==> config.mk <==
export PLATFORM = sky130hd
export DESIGN_NAME = aph_div
export DESIGN_NICKNAME = d
export VERILOG_FILES = /design/src/sv/aph_pkg.sv /design/src/sv/aph_div.sv
export SDC_FILE = /design/constraint.sdc
export NUM_CORES = 1
export LEC_CHECK = 0
export ABC_AREA = 1
export BUFFER_PORTS_ARGS = -buffer_cell sky130_fd_sc_hd__buf_4
export CORE_MARGIN = 8
export CORE_UTILIZATION = 45
export CTS_CLUSTER_SIZE = 30
export DETAILED_ROUTE_END_ITERATION = 16
export GPL_ROUTABILITY_DRIVEN = 0
export PLACE_DENSITY = 0.68
export SKIP_LAST_GASP = 1
export SLEW_MARGIN = 20
export SYNTH_ARGS = -nofsm -noshare
export SYNTH_HDL_FRONTEND = slang
export SYNTH_SLANG_ARGS = --single-unit
==> constraint.sdc <==
create_clock -name clk -period 2.17 [get_ports clk]
set_input_delay 0.1085 -clock clk [delete_from_list [all_inputs] [get_ports clk]]
set_output_delay 0.1085 -clock clk [all_outputs]
set_load 0.02 [all_outputs]
==> src/sv/aph_pkg.sv <==
// ----------------------------------------------------------------------------
// aph_pkg
// shared constants and register codes of the axis profile histogram
// ----------------------------------------------------------------------------
`default_nettype none

package aph_pkg;

  // default histogram geometry
  localparam int X_BINS_DEF = 2000;
  localparam int Y_BINS_DEF = 1000;
  localparam int BXW_DEF    = $clog2(X_BINS_DEF + 2);
  localparam int BYW_DEF    = $clog2(Y_BINS_DEF + 2);

  // register indexes on the configuration port
  localparam logic [2:0] REG_VERTEX_X = 3'd0;
  localparam logic [2:0] REG_VERTEX_Y = 3'd1;
  localparam logic [2:0] REG_VERTEX_Z = 3'd2;
  localparam logic [2:0] REG_DIR_X    = 3'd3;
  localparam logic [2:0] REG_DIR_Y    = 3'd4;
  localparam logic [2:0] REG_DIR_Z    = 3'd5;

  localparam int CFG_IW = 3;
  localparam int CFG_DW = 17;

  // register reset values
  localparam logic signed [15:0] DIR_X_RST = 16'sd16384;

  // fixed point binning constants, projection in 2^-18 cm
  localparam logic signed [36:0] X_OFF  = 37'sd2621440;
  localparam logic signed [36:0] X_SPAN = 37'sd52428800;
  localparam int                 X_SHIFT = 20;   // X_SPAN = 50 * 2^20
  // radius in 1/256 cm
  localparam logic [23:0]        Y_SPAN  = 24'd25600;
  localparam int                 Y_SHIFT = 10;   // Y_SPAN = 25 * 2^10

  // reciprocals of 50 and 25 rounded up, scaled by 2^24, exact over the bin range
  localparam int RCP_SHIFT = 24;
  localparam int X_RCP     = 335545;
  localparam int Y_RCP     = 671089;

  // datapath widths
  localparam int MW  = 27;   // multiplier operand
  localparam int PW  = 54;   // multiplier product
  localparam int SW  = 48;   // sum of squares
  localparam int RTW = 24;   // square root
  localparam int DW  = 25;   // divider operands and quotient
  localparam int CW  = 32;   // bin count
  localparam int WW  = 48;   // bin weight sum

  localparam logic [CW-1:0] CNT_MAX  = {CW{1'b1}};
  localparam logic [WW-1:0] WSUM_MAX = {WW{1'b1}};
  localparam logic [DW-1:0] W_ONE    = DW'(1 << 16);
  localparam logic [DW-1:0] W_NUM    = DW'(1 << 24);

  localparam logic signed [18:0] PROJ_MAX = 19'sd262143;
  localparam logic signed [18:0] PROJ_MIN = -19'sd262144;
  localparam logic [17:0]        RAD_MAX  = 18'd262143;

endpackage

`default_nettype wire

==> src/sv/aph_div.sv <==
// ----------------------------------------------------------------------------
// aph_div
// restoring unsigned divider, one quotient bit per cycle
// ----------------------------------------------------------------------------
`default_nettype none

module aph_div (
  input  wire logic                    clk,
  input  wire logic                    rst_n,
  input  wire logic                    start,
  input  wire logic [aph_pkg::DW-1:0]  dividend,
  input  wire logic [aph_pkg::DW-1:0]  divisor,
  output logic                         done,
  output logic [aph_pkg::DW-1:0]       quotient
);
  localparam int CNW = $clog2(aph_pkg::DW + 1);

  logic [aph_pkg::DW-1:0] quo_r, quo_nxt;
  logic [aph_pkg::DW-1:0] dvs_r, dvs_nxt;
  logic [aph_pkg::DW:0]   rem_r, rem_nxt;
  logic [aph_pkg::DW:0]   rem_sh;
  logic [CNW-1:0]         cnt_r, cnt_nxt;
  logic                   busy_r, busy_nxt;
  logic                   done_r, done_nxt;

  // quotient register doubles as the dividend shifter
  always_comb begin
    rem_sh   = {rem_r[aph_pkg::DW-1:0], quo_r[aph_pkg::DW-1]};
    quo_nxt  = quo_r;
    dvs_nxt  = dvs_r;
    rem_nxt  = rem_r;
    cnt_nxt  = cnt_r;
    busy_nxt = busy_r;
    done_nxt = 1'b0;
    if (start) begin
      quo_nxt  = dividend;
      dvs_nxt  = divisor;
      rem_nxt  = '0;
      cnt_nxt  = CNW'(aph_pkg::DW);
      busy_nxt = 1'b1;
    end else if (busy_r) begin
      if (rem_sh >= {1'b0, dvs_r}) begin
        rem_nxt = rem_sh - {1'b0, dvs_r};
        quo_nxt = {quo_r[aph_pkg::DW-2:0], 1'b1};
      end else begin
        rem_nxt = rem_sh;
        quo_nxt = {quo_r[aph_pkg::DW-2:0], 1'b0};
      end
      cnt_nxt = cnt_r - 1'b1;
      if (cnt_r == CNW'(1)) begin
        busy_nxt = 1'b0;
        done_nxt = 1'b1;
      end
    end
  end

  always_ff @(posedge clk) begin
    if (!rst_n) begin
      busy_r <= 1'b0;
      done_r <= 1'b0;
      cnt_r  <= '0;
    end else begin
      busy_r <= busy_nxt;
      done_r <= done_nxt;
      cnt_r  <= cnt_nxt;
    end
    quo_r <= quo_nxt;
    dvs_r <= dvs_nxt;
    rem_r <= rem_nxt;
  end

  assign done     = done_r;
  assign quotient = quo_r;

endmodule

`default_nettype wire

==> impl_metrics.env <==
export IMPL_cts_tree="built"
export IMPL_layout_commonest_cell="nand2_1"
export IMPL_ios=79
export IMPL_dr_first_iter_drc_count=322
export IMPL_synth_seq_area_share_pct=39.76
export IMPL_hold_path_class="in2reg"
export IMPL_r2r_slack_ns=0.11
export IMPL_drv_slew=0
export IMPL_die_y_um=125.4
export IMPL_ir_drop_mv=0.5826
export IMPL_comb_power_share_pct=17.2
export IMPL_grtUsageTotal_pct=18.01
export IMPL_grt_pass1_vias=5114
export IMPL_rows=40
export IMPL_min_from="rst_n"
export IMPL_arrival_ns=2.29
export IMPL_die_x_um=125.4
export IMPL_post_route_util_pct=59.63
export IMPL_drive_gt1_share_pct=20.72
export IMPL_power_density_mw_per_mm2=575.5
export IMPL_cts_buffer_depth=2
export IMPL_wl_per_cell_um=13.86
export IMPL_layout_nets=964
export IMPL_p_total_uw=4071
export IMPL_switching_power_uw=1070
export IMPL_fin_crit_sh_pct=94.82
export IMPL_areaGrowthSynthToFinish_pct=31.28
export IMPL_setup_viol=0
export IMPL_switching_share_pct=26.29
export IMPL_grt_max_degree=37
export IMPL_worstPathRequired_ns=2.41
export IMPL_tightest_slew_ns=0.4529
export IMPL_crit_type="reg2reg"
export IMPL_dieArea_sq_mm=0.01573
export IMPL_viasPerCell=4.907
export IMPL_cts_root_buf="clkbuf_16"
export IMPL_clkSlewWorstSetupHoldPaths_ns=0.07
export IMPL_timing_fmax_ghz=0.4860
export IMPL_synth_cell_types=33
export IMPL_wl_um=14340
export IMPL_syn_inst=761
export IMPL_nFillCells=1104
export IMPL_netlist_area_sq_mm=0.005388
export IMPL_leakagePower_uw=0.003619
export IMPL_fin_crit_ns=2.058
export IMPL_clockPowerShare_pct=38.0
export IMPL_postLayoutCellArea_sq_mm=0.007073
export IMPL_vias=5079
export IMPL_n_antenna_cell=0
export IMPL_seqPwrFrac_pct=44.7
export IMPL_syn_area_per_cell_sq_um=7.080
export IMPL_r2r_cells=13
export IMPL_run_status="complete, no violations"
export IMPL_max_slew_margin_pct=69.77
export IMPL_synth_nets=842
export IMPL_ant_nets=0
export IMPL_placed_area_sq_mm=0.006243
export IMPL_insertion_delay_ns=0.35
export IMPL_min_to="cnt_r[0]"
export IMPL_hold_depth=3
export IMPL_whs_ns=0.01645
export IMPL_dp_hpwl_um=10500
export IMPL_htree_num_levels=3
export IMPL_worstSetupEndpointType="flip-flop"
export IMPL_ys_ff_latch=82
export IMPL_finalClockSkew_ns=0.01004
export IMPL_r2r_start="quotient[24]"
export IMPL_critical_path_reg2reg_endpoint="rem_r[20]"
export IMPL_clock_sinks=82
export IMPL_cp_max_fo=4
export IMPL_route_detailed_drc=0
export IMPL_synth_warnings=0
export IMPL_final_cell_mix="nand2_1, inv_1, buf_4"
export IMPL_cell_internal_pwr_uw=3001
export IMPL_firstDrtPassIters=4
export IMPL_grt_overflow_total=0
export IMPL_hold_viol_final=0
export IMPL_startpoint_type="flip-flop"
export IMPL_tns_ns=0
export IMPL_grt_pass1_wl_um=23160
export IMPL_cts_made_buffers=9
export IMPL_antenna_found_initial=0
export IMPL_port_buffers=78
export IMPL_drv_cap=0
export IMPL_core_sq_mm=0.01186
export IMPL_start_util_pct=45.42
state kept, by name (all words and copies together) (netlist names):
name / cells
rem_r: 25
dvs_r: 25
done: 1
busy_r: 1
cnt_r: 5
quotient: 25
power groups by stage:
stage | clock, uW | combinational [uW] | sequential, uW
finish | 1550 | 702 | 1820
CTS | 1580 | 651 | 1820
floorplan | 0 | 294 | 1910
global route | 1650 | 773 | 1830
detailed placement | 0 | 615 | 1850
global placement | 0 | 610 | 1850
routing by layer:
layer	vias up	global-route usage (%)	part of all wire, %
li1	2620	-	-
met1	2288	21.43	45
met2	147	29.53	47
met3	24	5.397	6.7
met4	0	7.736	2.1
met5	-	0	0
worst max path at each step:
stage,start,endpoint,slack (ns),cells past startpoint
CTS,dvs_r[23],rem_r[6],0.05,11
finish,quotient[24],rem_r[20],0.11,13
global placement,dvs_r[23],rem_r[6],0.08,11
detailed placement,dvs_r[23],rem_r[2],0.09,11
global route,quotient[24],rem_r[16],-0.03,14
floorplan,quotient[24],quotient[0],0.06,11
critical path: stages, from the launching register on:
cell and delay [ns]:
edfxtp_1 0.40, inv_2 0.07, ha_1 0.15, inv_2 0.06
fa_2 0.42, nand2_1 0.11, nand3_2 0.09, and2_4 0.16
nand3b_1 0.12, nand3_1 0.09, nand2_1 0.08, nand3_2 0.08
nand3_1 0.07, nand2_1 0.05
per-stage QoR:
| step | cells | worst slack (ns) |
|---|---|---|
| after floorplan | 761 | 0.05983 |
| after global placement | 990 | 0.07895 |
| after detailed placement | 990 | 0.08801 |
| after CTS | 1031 | 0.05178 |
| after global routing | 1035 | -0.02733 |
| final | 1035 | 0.1125 |
synthesized netlist by cell type:
| library cell | number | area [sq um] |
|---|---|---|
| nand2_1 | 293 | 1100 |
| inv_1 | 153 | 574.3 |
| edfxtp_1 | 50 | 1501 |
| nand3_1 | 46 | 230.2 |
| nor2_1 | 33 | 123.9 |
| dfxtp_1 | 32 | 640.6 |
| nand4_1 | 32 | 200.2 |
| ha_1 | 27 | 337.8 |
| a21oi_1 | 12 | 60.06 |
| xnor2_1 | 12 | 105.1 |
| nand3_2 | 10 | 100.1 |
| clkbuf_1 | 8 | 30.03 |
| o21ai_0 | 8 | 40.04 |
| buf_2 | 7 | 35.03 |
| nor2_2 | 6 | 37.54 |
| o21ai_1 | 5 | 25.02 |
| nand2_2 | 3 | 18.77 |
| a31oi_1 | 2 | 12.51 |
| and2_1 | 2 | 12.51 |
| buf_8 | 2 | 30.03 |
| nand3_4 | 2 | 35.03 |
| nand3b_1 | 2 | 15.01 |
| nor3_1 | 2 | 10.01 |
| or2_1 | 2 | 12.51 |
| xor2_1 | 2 | 17.52 |
| a211oi_1 | 1 | 7.510 |
| a21oi_4 | 1 | 16.27 |
| buf_1 | 1 | 3.750 |
| fa_1 | 1 | 20.02 |
| nor3_2 | 1 | 10.01 |
| o211ai_1 | 1 | 7.510 |
| o21ai_2 | 1 | 8.760 |
| o41ai_1 | 1 | 8.760 |
what timing repair did:
item | 4_1_cts | 5_1_grt
setup buffers | 0 | 2
endpoints found under the hold margin | 25 | 0
hold buffers | 25 | 0
endpoints found under the setup margin | 0 | 26
gates resized for setup | 0 | 54
cell type report:
cell class                 count  area, sq um  area share, %
inverter                     153        574.3          8.120
clock buffer                  12        246.5          3.485
sequential                    82         2142          30.28
timing repair buffer         129         1072          15.16
clock inverter                 4        51.30         0.7253
multi-input combinational    508         2803          39.63
tap                          147        183.9          2.600
kinds of logic (layout without fill, tap and decap cells):
family | count (synthesis) | in the layout | share of synthesized area, %
compound gates | 32 | 32 | 3.460
xor+xnor | 14 | 14 | 2.276
fa+ha+maj | 28 | 28 | 6.642
buf+inv | 171 | 298 | 12.49
flops | 82 | 82 | 39.76
simple gates | 434 | 434 | 35.37
No activity file was read; power rests on OpenSTA's default activity.
