## config.mk

```make
export PLATFORM = sky130hd
export DESIGN_NAME = aph_sqrt
export DESIGN_NICKNAME = d
export VERILOG_FILES = /design/src/sv/aph_pkg.sv /design/src/sv/aph_sqrt.sv
export SDC_FILE = /design/constraint.sdc
export NUM_CORES = 1
export LEC_CHECK = 0
export BUFFER_PORTS_ARGS = -buffer_cell sky130_fd_sc_hd__buf_2
export CORE_ASPECT_RATIO = 1.4
export CORE_MARGIN = 5
export CORE_UTILIZATION = 45
export DETAILED_ROUTE_END_ITERATION = 10
export GPL_TIMING_DRIVEN = 1
export PLACE_DENSITY = 0.67
export SYNTH_ARGS = -nofsm -noshare
export SYNTH_HDL_FRONTEND = slang
export SYNTH_SLANG_ARGS = --single-unit
export TNS_END_PERCENT = 1
```

## constraint.sdc

```tcl
create_clock -name clk -period 2.2 [get_ports clk]
set_clock_uncertainty 0.1 [all_clocks]
set_input_delay 0.33 -clock clk [delete_from_list [all_inputs] [get_ports clk]]
set_output_delay 0.33 -clock clk [all_outputs]
set_load 0.01 [all_outputs]
```

## src/sv/aph_pkg.sv

```systemverilog
// ----------------------------------------------------------------------------
// aph_pkg
// shared constants and register codes of the axis profile histogram
// ----------------------------------------------------------------------------
`default_nettype none

package aph_pkg;

  // default histogram geometry
  localparam int X_BINS_DEF = 2000;
  localparam int Y_BINS_DEF = 1000;
  localparam int BXW_DEF    = $clog2(X_BINS_DEF + 2);
  localparam int BYW_DEF    = $clog2(Y_BINS_DEF + 2);

  // register indexes on the configuration port
  localparam logic [2:0] REG_VERTEX_X = 3'd0;
  localparam logic [2:0] REG_VERTEX_Y = 3'd1;
  localparam logic [2:0] REG_VERTEX_Z = 3'd2;
  localparam logic [2:0] REG_DIR_X    = 3'd3;
  localparam logic [2:0] REG_DIR_Y    = 3'd4;
  localparam logic [2:0] REG_DIR_Z    = 3'd5;

  localparam int CFG_IW = 3;
  localparam int CFG_DW = 17;

  // register reset values
  localparam logic signed [15:0] DIR_X_RST = 16'sd16384;

  // fixed point binning constants, projection in 2^-18 cm
  localparam logic signed [36:0] X_OFF  = 37'sd2621440;
  localparam logic signed [36:0] X_SPAN = 37'sd52428800;
  localparam int                 X_SHIFT = 20;   // X_SPAN = 50 * 2^20
  // radius in 1/256 cm
  localparam logic [23:0]        Y_SPAN  = 24'd25600;
  localparam int                 Y_SHIFT = 10;   // Y_SPAN = 25 * 2^10

  // reciprocals of 50 and 25 rounded up, scaled by 2^24, exact over the bin range
  localparam int RCP_SHIFT = 24;
  localparam int X_RCP     = 335545;
  localparam int Y_RCP     = 671089;

  // datapath widths
  localparam int MW  = 27;   // multiplier operand
  localparam int PW  = 54;   // multiplier product
  localparam int SW  = 48;   // sum of squares
  localparam int RTW = 24;   // square root
  localparam int DW  = 25;   // divider operands and quotient
  localparam int CW  = 32;   // bin count
  localparam int WW  = 48;   // bin weight sum

  localparam logic [CW-1:0] CNT_MAX  = {CW{1'b1}};
  localparam logic [WW-1:0] WSUM_MAX = {WW{1'b1}};
  localparam logic [DW-1:0] W_ONE    = DW'(1 << 16);
  localparam logic [DW-1:0] W_NUM    = DW'(1 << 24);

  localparam logic signed [18:0] PROJ_MAX = 19'sd262143;
  localparam logic signed [18:0] PROJ_MIN = -19'sd262144;
  localparam logic [17:0]        RAD_MAX  = 18'd262143;

endpackage

`default_nettype wire

```

## src/sv/aph_sqrt.sv

```systemverilog
// ----------------------------------------------------------------------------
// aph_sqrt
// iterative integer square root, one root bit per cycle
// ----------------------------------------------------------------------------
`default_nettype none

module aph_sqrt (
  input  wire logic                    clk,
  input  wire logic                    rst_n,
  input  wire logic                    start,
  input  wire logic [aph_pkg::SW-1:0]  radicand,
  output logic                         done,
  output logic [aph_pkg::RTW-1:0]      root
);
  localparam int RW = aph_pkg::RTW + 3;
  localparam int CNW = $clog2(aph_pkg::RTW + 1);

  logic [aph_pkg::SW-1:0]  rad_r, rad_nxt;
  logic [RW-1:0]           rem_r, rem_nxt;
  logic [aph_pkg::RTW-1:0] root_r, root_nxt;
  logic [CNW-1:0]          cnt_r, cnt_nxt;
  logic                    busy_r, busy_nxt;
  logic                    done_r, done_nxt;
  logic [RW-1:0]           rem_sh;
  logic [RW-1:0]           trial;

  // shift in two radicand bits and try the next root bit
  always_comb begin
    rem_sh   = {rem_r[RW-3:0], rad_r[aph_pkg::SW-1 -: 2]};
    trial    = {1'b0, root_r, 2'b01};
    rad_nxt  = rad_r;
    rem_nxt  = rem_r;
    root_nxt = root_r;
    cnt_nxt  = cnt_r;
    busy_nxt = busy_r;
    done_nxt = 1'b0;
    if (start) begin
      rad_nxt  = radicand;
      rem_nxt  = '0;
      root_nxt = '0;
      cnt_nxt  = CNW'(aph_pkg::RTW);
      busy_nxt = 1'b1;
    end else if (busy_r) begin
      rad_nxt = {rad_r[aph_pkg::SW-3:0], 2'b00};
      if (rem_sh >= trial) begin
        rem_nxt  = rem_sh - trial;
        root_nxt = {root_r[aph_pkg::RTW-2:0], 1'b1};
      end else begin
        rem_nxt  = rem_sh;
        root_nxt = {root_r[aph_pkg::RTW-2:0], 1'b0};
      end
      cnt_nxt = cnt_r - 1'b1;
      if (cnt_r == CNW'(1)) begin
        busy_nxt = 1'b0;
        done_nxt = 1'b1;
      end
    end
  end

  always_ff @(posedge clk) begin
    if (!rst_n) begin
      busy_r <= 1'b0;
      done_r <= 1'b0;
      cnt_r  <= '0;
    end else begin
      busy_r <= busy_nxt;
      done_r <= done_nxt;
      cnt_r  <= cnt_nxt;
    end
    rad_r  <= rad_nxt;
    rem_r  <= rem_nxt;
    root_r <= root_nxt;
  end

  assign done = done_r;
  assign root = root_r;

endmodule

`default_nettype wire

```

==> run_results.csv <==
group,metric,value,unit
status,status,"complete, but fails checks",
status,violations,"setup timing",
yosys,synth.most_common_cell,"nor2_1",
floorplanning,coreArea,13400,um^2
worst_setup_path,timing.rr.end,"rem_r[2]",
final_layout,fin_cells,1011,
placement,place_hpwl,12700,um
final_layout,ff_latch_area,2580,um^2
global_routing,grt_pass1_wl,29300,um
worst_setup_path,cpMostUsedCell,"a21o_1",
final_layout,syn2layout_area_growth,42.9,%
placement,port_buffers,75,
routing,firstDrtPassIters,5,
clocking,cts_sinks,104,
worst_setup_path,cp-startpoint,"rem_r[14]",
floorplanning,ios,76,
power_and_ir_drop,ir_worst_vdd,0.792,mV
global_routing,grt_max_degree,72,
sta,worst_slew_pin_slew,0.505,ns
final_layout,nets,903,
worst_setup_path,worst_ep_arrival_time,2.62,ns
routing,antenna_left,0,
sta,drv_slew,0,
final_layout,fin_util,65.9,%
worst_setup_path,critPathMaxStageDelay,0.35,ns
floorplanning,placementRows,50,
floorplanning,initial_core_util,46.1,%
clocking,cts_tree,"built",
placement,place_congestion,0.920,
yosys,synth-edff-count,48,
yosys,synth_top_area_share,23.4,%
yosys,yosysSeqAreaShare,41.5,%
final_layout,multi_input_area,3810,um^2
yosys,yosysTopAreaCell,"edfxtp_1",
worst_setup_path,r2r_slack,-0.25,ns
final_layout,num_antenna_cells,0,
routing,vias_per_cell,5.60,
clocking,hold_buffers,0,
floorplanning,die_height,149,um
sta,setup_ws,-0.252,ns
clocking,clock_path_buffers,2,
power_and_ir_drop,powerDensity,1410,nW/um^2
worst_setup_path,worstSetupPathType,"reg -> reg",
clocking,clkLatencyLatePin,0.36,ns
yosys,synthCells,610,
routing,wl_per_cell,18.2,um
routing,dr_total_vias,5666,
run,maxCapViolCount,0,
sta,max_freq,408,MHz
global_routing,first_global_vias,5848,
global_routing,antenna_found_initial,0,
worst_setup_path,start_kind,"flop",
sta,fin_crit_sh,111,%
routing,remaining_drc_errors,0,
clocking,htree_levels,3,
worst_setup_path,cp_cell_sequence,"ha_4 -> a21o_1 -> a21o_1 -> a21oi_2 -> buf_4 -> o22ai_2 -> o21ai_4 -> buf_12 -> nand3_1 -> a311oi_1",
yosys,synth_ff_type,"dfxtp_1",
worst_hold_path,min_path_type,"in -> reg",
yosys,yosysUniqueCellTypes,79,
yosys,syn-num-nets,689,
yosys,synth_area,6170,um^2
sta,period_minus_slack,2.45,ns
worst_setup_path,reg2reg_depth,10,
final_layout,final_layout_size_suffix_gt1_share,50.3,%
yosys,synth.top_cells.by_count,"nor2_1, dfxtp_1, edfxtp_1",
sta,rsz0062_at_grt,"true",
sta,slew_headroom,66.2,%
routing,drt-total-wl,18400,um
power_and_ir_drop,p_leak,0.00365,uW
sta,hold_viol,0,
clocking,path_clk_slew,0.08,ns
worst_setup_path,r2r-start,"rem_r[14]",
worst_setup_path,crit_path_end,"rem_r[2]",
clocking,cts_made_buffers,9,
clocking,root_buffer,"clkbuf_16",
final_layout,fillers,1105,
worst_setup_path,cp_slowest_cell,"dfxtp_2",
global_routing,grt_overflow,0,
yosys,yosys_warnings,0,
floorplanning,die_x,109,um
sta,setup_viol,26,
yosys,synth_seq_cells,104,
worst_setup_path,path_max_fanout,12,
floorplanning,fp.dieArea,16200,um^2
placement,placed_cells,972,
yosys,postSynth.asyncResetShare,0,%
global_routing,track_usage,23.1,%
yosys,avgSynthCellArea,10.1,um^2
sta,finalSetupTns,-5.63,ns
worst_setup_path,crit_required,2.37,ns
worst_setup_path,cp-end-kind,"flop",
yosys,synth_top_cells_by_area,"edfxtp_1, dfxtp_1, mux2_2, ha_1, mux2i_1",
routing,drt_iter0_markers,334,
==> worst min-delay path by stage <==
stage                         start   endpoint  slack, ns  cells past startpoint
after floorplan           rem_r[23]  rem_r[23]       0.35                      2
after global placement    rem_r[23]  rem_r[23]       0.38                      2
after detailed placement  rem_r[23]  rem_r[23]       0.39                      2
after CTS                     rst_n   cnt_r[4]       0.12                      2
after global routing          rst_n   cnt_r[4]       0.14                      2
final                         rst_n   cnt_r[4]       0.12                      2
==> worst max-delay path: cells and delay by family, from the launching register on <==
| family | cells | cell delay (ns) |
|---|---|---|
| compound gates | 6 | 1.24 |
| fa+ha+maj | 1 | 0.27 |
| buf+inv | 2 | 0.33 |
| flops | 1 | 0.35 |
| simple gates | 1 | 0.08 |
==> layout make-up <==
| cell class | count | share of cell area, % |
|---|---|---|
| clock inverter | 6 | 0.923 |
| timing repair buffer | 238 | 19.9 |
| tap | 182 | 2.58 |
| inverter | 34 | 1.45 |
| sequential | 104 | 29.3 |
| multi-input combinational | 437 | 43.2 |
| clock buffer | 10 | 2.71 |
==> what timing repair did <==
item / 4_1_cts / 5_1_grt
pin swaps: 51 / 21
gates cloned: 3 / 0
setup endpoints to repair: 26 / 26
gates resized for setup: 72 / 21
buffers inserted: 18 / 2
==> state kept, by name (all words and copies together) (netlist names) <==
register	flops
busy_r	1
done	1
rem_r	25
root	24
cnt_r	5
rad_r	48
==> per-layer routing <==
metal  GRT usage (%)  vias up  share of wire [%]
li1                -     2691                  -
met2            41.8      192                 53
met5               0        -                  0
met3            4.21       70                5.0
met4            11.9        0                5.1
met1            25.2     2713                 37
==> through the flow <==
step	hold WS [ns]	setup WS (ns)	total power (uW)	area [um^2]
after floorplan	0.347	-0.134	6340	6340
after global placement	0.376	-0.497	8800	7870
after detailed placement	0.387	-0.550	8900	7870
after CTS	0.121	-0.264	12000	8700
after global routing	0.142	-0.384	12900	8820
final	0.124	-0.252	12400	8820
==> power by group <==
| part | leakage, uW | switching, uW | internal (uW) | total (uW) |
|---|---|---|---|---|
| clock | 0.000159 | 815 | 946 | 1760 |
| sequential | 0.000948 | 199 | 2290 | 2490 |
| combinational | 0.00254 | 4080 | 4050 | 8130 |
==> kinds of logic after synthesis <==
logic type,share of synthesized area [%]
buf+inv,5.27
compound gates,18.5
mux,12.5
simple gates,14.3
fa+ha+maj,5.68
flops,41.5
xor+xnor,2.27
==> placed cells by master (no fill, tap or decap), types with 4 or more instances in the layout <==
| master | Yosys | final |
|---|---|---|
| o21a_1 | 6 | 5 |
| dfxtp_1 | 56 | 40 |
| a311oi_1 | 12 | 11 |
| nand3_1 | 20 | 19 |
| a211oi_1 | 9 | 6 |
| nand2_2 | 0 | 6 |
| nand4_1 | 6 | 6 |
| o31ai_1 | 5 | 5 |
| nor2_1 | 65 | 61 |
| mux2i_1 | 25 | 25 |
| o21ai_1 | 6 | 9 |
| ha_4 | 0 | 17 |
| ha_1 | 28 | 10 |
| mux2_2 | 46 | 46 |
| a21oi_1 | 28 | 17 |
| inv_2 | 0 | 6 |
| o211ai_1 | 8 | 8 |
| o21ai_0 | 16 | 10 |
| buf_2 | 11 | 74 |
| xor2_1 | 7 | 7 |
| inv_1 | 34 | 28 |
| edfxtp_1 | 48 | 48 |
| a21oi_2 | 2 | 11 |
| o21bai_1 | 4 | 4 |
| buf_6 | 3 | 7 |
| a21o_1 | 11 | 11 |
| xnor2_1 | 9 | 9 |
| buf_4 | 3 | 147 |
| clkbuf_16 | 0 | 9 |
| buf_12 | 0 | 7 |
| a31oi_1 | 5 | 5 |
| dfxtp_2 | 0 | 16 |
| or3_1 | 6 | 6 |
| o21ai_4 | 1 | 6 |
| nor3_1 | 10 | 9 |
| nand2_1 | 32 | 25 |
Power figures use the tool's default switching activity.
